### config.mk
export PLATFORM = sky130hd
export DESIGN_NAME = gzip_header_parser
export DESIGN_NICKNAME = d
export VERILOG_FILES = /design/src/rtl/core/ghp_pkg.sv /design/src/rtl/core/ghp_core.sv /design/src/rtl/core/gzip_header_parser.sv
export SDC_FILE = /design/constraint.sdc
export NUM_CORES = 1
export LEC_CHECK = 0
export ABC_AREA = 1
export BUFFER_PORTS_ARGS = -buffer_cell sky130_fd_sc_hd__buf_2
export CAP_MARGIN = 20
export CORE_MARGIN = 8
export CORE_UTILIZATION = 45
export CTS_BUF_LIST = sky130_fd_sc_hd__clkbuf_4
export CTS_CLUSTER_SIZE = 14
export DETAILED_ROUTE_END_ITERATION = 6
export HOLD_SLACK_MARGIN = 0.05
export SLEW_MARGIN = 25
export SYNTH_ARGS = -nofsm -noshare
export SYNTH_HDL_FRONTEND = slang
export SYNTH_SLANG_ARGS = --single-unit
### constraint.sdc
create_clock -name clk -period 3.7 [get_ports clk]
set_input_delay 0.555 -clock clk [delete_from_list [all_inputs] [get_ports clk]]
set_output_delay 0.555 -clock clk [all_outputs]
set_load 0.05 [all_outputs]
### src/rtl/core/ghp_pkg.sv
package ghp_pkg;

    typedef struct packed {
        logic [7:0] data_byte;
        logic       stream_start;
    } byte_item_t;

    typedef struct packed {
        logic [3:0] status;
        logic [7:0] payload_byte;
        logic [7:0] header_flags;
    } result_item_t;

    localparam logic [3:0] PH_MAGIC1  = 4'd0;
    localparam logic [3:0] PH_MAGIC2  = 4'd1;
    localparam logic [3:0] PH_METHOD  = 4'd2;
    localparam logic [3:0] PH_FLAGS   = 4'd3;
    localparam logic [3:0] PH_FIXED   = 4'd4;
    localparam logic [3:0] PH_XLEN_LO = 4'd5;
    localparam logic [3:0] PH_XLEN_HI = 4'd6;
    localparam logic [3:0] PH_EXTRA   = 4'd7;
    localparam logic [3:0] PH_NAME    = 4'd8;
    localparam logic [3:0] PH_COMMENT = 4'd9;
    localparam logic [3:0] PH_PAYLOAD = 4'd10;
    localparam logic [3:0] PH_STOPPED = 4'd11;

    localparam logic [3:0] ST_HEADER       = 4'd0;
    localparam logic [3:0] ST_HEADER_DONE  = 4'd1;
    localparam logic [3:0] ST_PAYLOAD      = 4'd2;
    localparam logic [3:0] ST_BAD_MAGIC    = 4'd3;
    localparam logic [3:0] ST_BAD_METHOD   = 4'd4;
    localparam logic [3:0] ST_ENCRYPTED    = 4'd5;
    localparam logic [3:0] ST_CONTINUATION = 4'd6;
    localparam logic [3:0] ST_BAD_FLAGS    = 4'd7;
    localparam logic [3:0] ST_STOPPED      = 4'd8;

    localparam logic [7:0] MAGIC_ID1      = 8'h1f;
    localparam logic [7:0] MAGIC_ID2      = 8'h8b;
    localparam logic [7:0] MAGIC_ID2_ALT  = 8'h9e;
    localparam logic [7:0] METHOD_DEFLATE = 8'h08;

    localparam logic [7:0] FLG_CONT      = 8'h02;
    localparam logic [7:0] FLG_EXTRA     = 8'h04;
    localparam logic [7:0] FLG_NAME      = 8'h08;
    localparam logic [7:0] FLG_COMMENT   = 8'h10;
    localparam logic [7:0] FLG_ENCRYPTED = 8'h20;
    localparam logic [7:0] FLG_RESERVED  = 8'hc0;

    localparam logic [2:0] FIXED_LAST = 3'd5;

endpackage

### src/rtl/core/ghp_core.sv
module ghp_core (
    input  logic                clk,
    input  logic                rst_n,
    input  logic                advance,
    input  ghp_pkg::byte_item_t item,
    output ghp_pkg::result_item_t result
);
    import ghp_pkg::*;

    typedef struct packed {
        logic [3:0] phase;
        logic [3:0] status;
    } adv_t;

    logic [3:0]  phase_reg, phase_next;
    logic [2:0]  fixed_reg, fixed_next;
    logic [7:0]  flag_reg, flag_next;
    logic [15:0] rem_reg, rem_next;
    logic [7:0]  xlen_lo_reg, xlen_lo_next;

    logic [3:0]  cur_phase;
    logic [2:0]  cur_fixed;
    logic [7:0]  cur_flag;
    logic [15:0] cur_rem;
    logic [7:0]  cur_lo;
    logic [15:0] rem_dec;
    logic [3:0]  status;
    logic [7:0]  pay;
    logic [7:0]  b;
    adv_t        adv;

    // next optional header part after the given one, or header done
    function automatic adv_t advance_from(input logic [3:0] from, input logic [7:0] flags);
        adv_t r;
        if (from < PH_XLEN_LO && (flags & FLG_EXTRA) != 8'd0)
        begin
            r.phase  = PH_XLEN_LO;
            r.status = ST_HEADER;
        end
        else if (from < PH_NAME && (flags & FLG_NAME) != 8'd0)
        begin
            r.phase  = PH_NAME;
            r.status = ST_HEADER;
        end
        else if (from < PH_COMMENT && (flags & FLG_COMMENT) != 8'd0)
        begin
            r.phase  = PH_COMMENT;
            r.status = ST_HEADER;
        end
        else
        begin
            r.phase  = PH_PAYLOAD;
            r.status = ST_HEADER_DONE;
        end
        return r;
    endfunction

    assign b       = item.data_byte;
    assign rem_dec = cur_rem - 16'd1;

    always_comb
    begin
        // start mark restarts the parser on this very item
        cur_phase = item.stream_start ? PH_MAGIC1 : phase_reg;
        cur_fixed = item.stream_start ? 3'd0 : fixed_reg;
        cur_flag  = item.stream_start ? 8'd0 : flag_reg;
        cur_rem   = item.stream_start ? 16'd0 : rem_reg;
        cur_lo    = item.stream_start ? 8'd0 : xlen_lo_reg;

        phase_next   = cur_phase;
        fixed_next   = cur_fixed;
        flag_next    = cur_flag;
        rem_next     = cur_rem;
        xlen_lo_next = cur_lo;
        status       = ST_HEADER;
        pay          = 8'd0;
        adv          = advance_from(cur_phase, cur_flag);

        case (cur_phase)
            PH_MAGIC1:
            begin
                if (b != MAGIC_ID1)
                begin
                    status     = ST_BAD_MAGIC;
                    phase_next = PH_STOPPED;
                end
                else
                    phase_next = PH_MAGIC2;
            end
            PH_MAGIC2:
            begin
                if (b != MAGIC_ID2 && b != MAGIC_ID2_ALT)
                begin
                    status     = ST_BAD_MAGIC;
                    phase_next = PH_STOPPED;
                end
                else
                    phase_next = PH_METHOD;
            end
            PH_METHOD:
            begin
                if (b != METHOD_DEFLATE)
                begin
                    status     = ST_BAD_METHOD;
                    phase_next = PH_STOPPED;
                end
                else
                    phase_next = PH_FLAGS;
            end
            PH_FLAGS:
            begin
                flag_next = b;
                if ((b & FLG_ENCRYPTED) != 8'd0)
                begin
                    status     = ST_ENCRYPTED;
                    phase_next = PH_STOPPED;
                end
                else if ((b & FLG_CONT) != 8'd0)
                begin
                    status     = ST_CONTINUATION;
                    phase_next = PH_STOPPED;
                end
                else if ((b & FLG_RESERVED) != 8'd0)
                begin
                    status     = ST_BAD_FLAGS;
                    phase_next = PH_STOPPED;
                end
                else
                begin
                    fixed_next = 3'd0;
                    phase_next = PH_FIXED;
                end
            end
            PH_FIXED:
            begin
                if (cur_fixed >= FIXED_LAST)
                begin
                    fixed_next = 3'd0;
                    adv        = advance_from(PH_FIXED, cur_flag);
                    status     = adv.status;
                    phase_next = adv.phase;
                end
                else
                    fixed_next = cur_fixed + 3'd1;
            end
            PH_XLEN_LO:
            begin
                xlen_lo_next = b;
                phase_next   = PH_XLEN_HI;
            end
            PH_XLEN_HI:
            begin
                rem_next = {b, cur_lo};
                if ({b, cur_lo} == 16'd0)
                begin
                    adv        = advance_from(PH_EXTRA, cur_flag);
                    status     = adv.status;
                    phase_next = adv.phase;
                end
                else
                    phase_next = PH_EXTRA;
            end
            PH_EXTRA:
            begin
                rem_next = rem_dec;
                if (rem_dec == 16'd0)
                begin
                    adv        = advance_from(PH_EXTRA, cur_flag);
                    status     = adv.status;
                    phase_next = adv.phase;
                end
            end
            PH_NAME:
            begin
                if (b == 8'd0)
                begin
                    adv        = advance_from(PH_NAME, cur_flag);
                    status     = adv.status;
                    phase_next = adv.phase;
                end
            end
            PH_COMMENT:
            begin
                if (b == 8'd0)
                begin
                    adv        = advance_from(PH_COMMENT, cur_flag);
                    status     = adv.status;
                    phase_next = adv.phase;
                end
            end
            PH_PAYLOAD:
            begin
                status = ST_PAYLOAD;
                pay    = b;
            end
            default:
            begin
                status     = ST_STOPPED;
                phase_next = PH_STOPPED;
            end
        endcase
    end

    assign result.status       = status;
    assign result.payload_byte = pay;
    assign result.header_flags = flag_next;

    always_ff @(posedge clk or negedge rst_n)
    begin
        if (!rst_n)
        begin
            phase_reg   <= PH_MAGIC1;
            fixed_reg   <= 3'd0;
            flag_reg    <= 8'd0;
            rem_reg     <= 16'd0;
            xlen_lo_reg <= 8'd0;
        end
        else if (advance)
        begin
            phase_reg   <= phase_next;
            fixed_reg   <= fixed_next;
            flag_reg    <= flag_next;
            rem_reg     <= rem_next;
            xlen_lo_reg <= xlen_lo_next;
        end
    end

endmodule

### src/rtl/core/gzip_header_parser.sv
// gzip member header parser. One byte item in, one result item out, at up to one item
// per clock when nothing stalls. Each item passes an input register, then the parser
// state update, then a result register. The state update sets the rate: every byte
// depends on the parser state left by the previous one. stream_start restarts the parser
// on the byte that carries it; bytes before any start mark are parsed as a fresh stream.
module gzip_header_parser (
    input  logic                  clk,
    input  logic                  rst_n,
    input  logic                  byte_valid,
    output logic                  byte_stall,
    input  ghp_pkg::byte_item_t   byte_item,
    output logic                  result_valid,
    input  logic                  result_stall,
    output ghp_pkg::result_item_t result_item
);
    import ghp_pkg::*;

    logic         byte_valid_reg, byte_valid_next;
    byte_item_t   byte_item_reg;
    logic         result_valid_reg, result_valid_next;
    result_item_t result_item_reg;
    result_item_t core_result;
    logic         advance;

    assign advance    = byte_valid_reg && (!result_valid_reg || !result_stall);
    assign byte_stall = byte_valid_reg && !advance;

    assign byte_valid_next   = byte_stall ? byte_valid_reg : byte_valid;
    assign result_valid_next = advance ? 1'b1 : (result_stall ? result_valid_reg : 1'b0);

    ghp_core u_core (
        .clk     (clk),
        .rst_n   (rst_n),
        .advance (advance),
        .item    (byte_item_reg),
        .result  (core_result)
    );

    always_ff @(posedge clk or negedge rst_n)
    begin
        if (!rst_n)
        begin
            byte_valid_reg   <= 1'b0;
            result_valid_reg <= 1'b0;
        end
        else
        begin
            byte_valid_reg   <= byte_valid_next;
            result_valid_reg <= result_valid_next;
        end
    end

    always_ff @(posedge clk)
    begin
        if (byte_valid && !byte_stall)
            byte_item_reg <= byte_item;
        if (advance)
            result_item_reg <= core_result;
    end

    assign result_valid = result_valid_reg;
    assign result_item  = result_item_reg;

endmodule

After elaboration in Yosys (flattened, before gate mapping). Cells that the tools add are included.

Reductions and logical operators: 14. Eq/ne operators: 15. Magnitude comparators: 1. Multiplexer cells: 42. Add/subtract/negate cells: 2.

Operators by type and width (count): 4-bit case mux with 11 select lines (2); 4-bit two-way mux (18); 8-bit two-way mux (6); 16-bit zero test (2); 16-bit case mux with 2 select lines (1); 3-bit two-way mux (7); 4-bit by 3-bit == test with 1-bit output (second input constant) (4); 16-bit two-way mux (1); 8-bit != test (second input constant) (2); 16-bit by 1-bit subtractor with 16-bit output (second input constant) (1); 4-bit == test (second input constant) (3); 4-bit by 2-bit == test with 1-bit output (second input constant) (2); 8-bit zero test (1); 8-bit by 4-bit != test with 1-bit output (second input constant) (1); 8-bit by 5-bit != test with 1-bit output (second input constant) (1); 8-bit nonzero test (1); 6-bit two-way mux (1); 3-bit case mux with 2 select lines (1); 4-bit by 1-bit == test with 1-bit output (second input constant) (1); 1-bit logical AND (4); 1-bit zero test (4); 4-bit zero test (1); 2-bit two-way mux (2); 3-bit by 1-bit adder with 3-bit output (second input constant) (1); 4 further kinds (6).

Bits of input ports: 13. Register bits after elaboration: 70. Output and inout bits: 22. Logic and storage cells: 86.

Depth between registers and ports, before layout.
Word-level depth: 7. Mapped depth: 17. Gate-level depth less buffers: 17.

By module. A second synthesis with hierarchy kept.

Cell total of the unflattened synthesis: 539. Area total of the unflattened synthesis: 4259.1 um^2.

Modules (own cells, without submodules): ghp_core (cells an instance 498, area an instance 3293.2 um^2, seq. area each 975.9 um^2, times used 1); gzip_header_parser (cells an instance 41, area an instance 965.9 um^2, seq. area each 920.9 um^2, times used 1).

Least setup slack after synthesis. Ideal clock, no wire load.

Path type: reg2reg. Start: reg result_valid_reg, in the netlist result_valid. End: reg result_item_reg, in the netlist result_item[0], enable pin. Library setup time: 391 ps. Clock period less this slack: 2251 ps. Path buffers: 2. Data arrival time: 1860 ps. Cell stages (with the launch flop): 6. Path slack: 1449 ps. Required time: 3309 ps. Cells stage by stage: dfrtp_1 nand2_1 inv_1 nor2_1 clkbuf_1 clkbuf_1.

Word-level cells in the longest chain between the ends: 3.

Ends and longest elaborated chain: start: declaration (RTL line gzip_header_parser.sv:20) `logic result_valid_reg, result_valid_next;`; start signal: assignment (RTL line gzip_header_parser.sv:49) `result_valid_reg <= result_valid_next;`; 1-bit zero test (RTL line gzip_header_parser.sv:25) `assign advance = byte_valid_reg && (!result_valid_reg || !result_stall);`; 1-bit logical OR (RTL line gzip_header_parser.sv:25); 1-bit logical AND (RTL line gzip_header_parser.sv:25); via advance (RTL line gzip_header_parser.sv:23) `logic advance;`; end signal: assignment (RTL line gzip_header_parser.sv:58) `result_item_reg <= core_result;`; end: declaration (RTL line gzip_header_parser.sv:21) `result_item_t result_item_reg;`.

The timed path passes the listed nets, and every way through them passes these cells. A chain may end at the register's enable or synchronous reset.

==> summary.txt <==
STA
  – TNS Setup: 0 ps
  – Min Clock Period, post-route: 2710 ps
  – Fin. max-slew vios: 0
  – Hold_ws: 113 ps
  – Max-slew headroom: 56.0%
  – Setup violations, final: 0
  – Tcrit/Tclk final: 73.1%
  – Maximum operating frequency: 0.370 GHz
  – RSZ-0062 raised after global routing: false
  – Final Hold Viols: 0
  – Slew @ Worst Pin: 651 ps
  – Skew final: 23.5 ps

Cells and area
  – Post-route cell area: 4440 sq um
  – Fillers: 885
  – Non-filler instance count after layout: 686
  – Nets@finish: 590
  – Post-layout util: 50.7%
  – Area delta synth->final: 9.23%
  – Multi-input logic area: 1850 sq um
  – Max FFs per register: 20
  – Ratio of cells with drive above 1 in the final layout: 12.6%
  – Antenna cell count: 0
  – Reg area: 1900 sq um

Synth
  – Yosys warnings: 0
  – Syn_nets: 557
  – Post-synth cell types: 38
  – Post-synthesis sequential area ratio: 46.6%
  – Mapped cell area: 4070 sq um
  – Async S/R FF share, synth: 58.6%
  – Post-synthesis register bit count: 70
  – Syn avg cell area: 7.53 sq um
  – Syn Inst Count: 540
  – Ys flop type: dfrtp_1
  – Number of synthesized flops with an enable pin: 29

Clock network
  – CTS Buf Count: 9
  – CTS tree: done
  – Sink Count: 70
  – Hold_buf cts: 0
  – Root Buffer: clkbuf_4
  – Clock transition at path regs: 130 ps
  – Post-cts resize count: 0
  – Clock Latency Late Sink: 410 ps
  – Postcts setup bufs: 0
  – H-tree depth: 3
  – CTS max path bufs: 2

Setup path
  – Setup slack, reg-to-reg: 990 ps
  – Crit path DAT: 2970 ps
  – Crit-path max FO: 31
  – Worst Path Required: 3970 ps
  – RR Startpoint: byte_item_reg[0]
  – Crit Path Category: flop to flop
  – RR Endpoint: result_item[16]
  – Critical path startpoint category: flop
  – Crit. End Element: flop
  – Reg2Reg Depth: 15

Placement
  – Dpl cell area: 4330 sq um
  – IO Port Bufs: 34
  – DPL Wire Length: 8100 um
  – Gpl congestion: 0.934
  – Placed insts: 670

Detailed routing
  – Initial DRT Pass Iterations: 6
  – Starting DRC count in detailed routing: 243
  – Drc violations: 0
  – Post-route ant nets: 0
  – Post-Route WL: 11300 um
  – DR vias: 3670
  – Routed len/inst: 16.5 um
  – DR vias/cell: 5.35

Pwr
  – Power Density: 546 nW/um^2
  – Leakage power: 2.15 nW
  – Max VDD drop: 0.000260 V
  – Clock power frac: 17.6%
  – Switch Pwr: 0.00104 W
  – Gate power share: 38.9%
  – Pint: 0.00139 W
  – Switching Share: 42.8%
  – Power share of the sequential group: 43.5%

Floorplan
  – Core Footprint: 8760 sq um
  – Chip width: 111 um
  – Die ar.: 12300 sq um
  – Row cnt: 34
  – # IOs: 35
  – Die H: 111 um
  – Initial Util: 46.4%

Global routing
  – Vias in the first global route: 3552
  – Overflow after GRT: 0
  – First-pass GRT wire length: 18400 um
  – Largest net degree at the start of global routing: 57
  – Initial antenna violation count: 0
  – All-layer global routing usage: 18.2%

Status
  – Status: complete, no violations

Worst hold path
  – Min-delay worst type: primary input to async pin

Job
  – Number of max-cap violations: 0
==> critical path, cell delays in order (launching register included) <==
cell      delay (ps)
edfxtp_1         380
buf_4            200
inv_2            430
nand2_2          160
ha_1             270
nand3_2          140
nor2_2            80
nand2_1           60
nand2_1           80
nor2_1           100
nand2_1           50
nor2_1           130
nand3_1          140
nand2_1          160
nand3_1          100
nand2_1          100
==> routing by layer <==
metal  GRT usage, %  part of all wire [%]  vias up
met5              0                     0        -
met4           4.44                   1.1        0
met3           3.73                   5.2       12
met2           28.5                    45       98
met1           25.2                    48     1711
li1               -                     -     1849
==> metrics by stage <==
step	setup slack [ps]	power (W)
finish	994	0.00243
floorplan	1450	0.00177
global route	784	0.00259
detailed placement	1030	0.00201
CTS	1010	0.00244
global placement	1090	0.00201
==> layout by cell type (no fill, tap or decap), types with 2 or more instances in the layout <==
cell type | Yosys | layout
o22ai_1 | 11 | 11
a211oi_1 | 2 | 2
buf_2 | 6 | 33
nor2_4 | 3 | 4
clkbuf_4 | 0 | 11
nor2_2 | 4 | 4
buf_4 | 1 | 7
xnor2_1 | 2 | 2
nand2_1 | 144 | 144
edfxtp_1 | 29 | 29
nand2_2 | 4 | 4
dfrtp_1 | 41 | 41
xor2_1 | 3 | 3
nor3_1 | 7 | 7
a221oi_1 | 3 | 3
o21ai_0 | 39 | 39
nor2_1 | 77 | 76
o22a_1 | 2 | 2
inv_1 | 57 | 57
o21ai_1 | 10 | 10
a21oi_1 | 25 | 25
nand3_1 | 29 | 29
clkinv_2 | 0 | 3
inv_2 | 4 | 4
ha_1 | 4 | 4
nand4_1 | 8 | 8
a22oi_1 | 4 | 4
==> power groups by stage <==
| stage | Combinational, W | Sequential, W | Clock, W |
|---|---|---|---|
| after floorplan | 0.000580 | 0.00119 | 0 |
| after global placement | 0.000934 | 0.00107 | 0 |
| after detailed placement | 0.000935 | 0.00107 | 0 |
| after CTS | 0.000939 | 0.00106 | 0.000441 |
| after global routing | 0.00105 | 0.00107 | 0.000470 |
| final | 0.000942 | 0.00106 | 0.000427 |
==> worst max-delay path by stage <==
| stage | from | end | slack, ps | cells after the start |
|---|---|---|---|---|
| finish | byte_item_reg[0] | result_item[16] | 990 | 15 |
| floorplan | result_valid | result_item[0] | 1450 | 5 |
| global route | byte_item_reg[0] | result_item[16] | 780 | 15 |
| CTS | byte_item_reg[0] | result_item[16] | 1010 | 15 |
| detailed placement | byte_item_reg[0] | result_item[16] | 1030 | 15 |
| global placement | byte_item_reg[0] | result_item[16] | 1090 | 15 |
==> Yosys cell counts (2+ instances only) <==
cell / count / area [sq um]
o21ai_0: 39 / 195
o21ai_1: 10 / 50.1
nor3_1: 7 / 35.0
a21oi_1: 25 / 125
dfrtp_1: 41 / 1030
a211oi_1: 2 / 15.0
nor2_1: 77 / 289
o22a_1: 2 / 17.5
nand2_2: 4 / 25.0
o22ai_1: 11 / 68.8
nand2_1: 144 / 541
inv_1: 57 / 214
nor2_2: 4 / 25.0
a221oi_1: 3 / 26.3
buf_6: 2 / 22.5
nand4_1: 8 / 50.1
nand3_1: 29 / 145
clkbuf_1: 8 / 30.0
buf_2: 6 / 30.0
edfxtp_1: 29 / 871
a22oi_1: 4 / 30.0
nor2_4: 3 / 33.8
ha_1: 4 / 50.1
xor2_1: 3 / 26.3
inv_2: 4 / 15.0
xnor2_1: 2 / 17.5
==> cell families after synthesis <==
group / Yosys count / share of synthesized area (%)
simple gates: 279 / 28.7
compound gates: 103 / 14.4
buf+inv: 79 / 7.94
flops: 70 / 46.6
xor+xnor: 5 / 1.08
fa+ha+maj: 4 / 1.23
==> final cells by class <==
type / count / share of cell area, %
well taps: 108 / 3.04
clock inverters: 5 / 0.592
flip-flops and latches: 70 / 42.7
inverters: 61 / 5.15
repair buffers: 40 / 4.90
clock buffers: 11 / 1.86
multi-input cells: 391 / 41.7
Power figures use the tool's default switching activity.
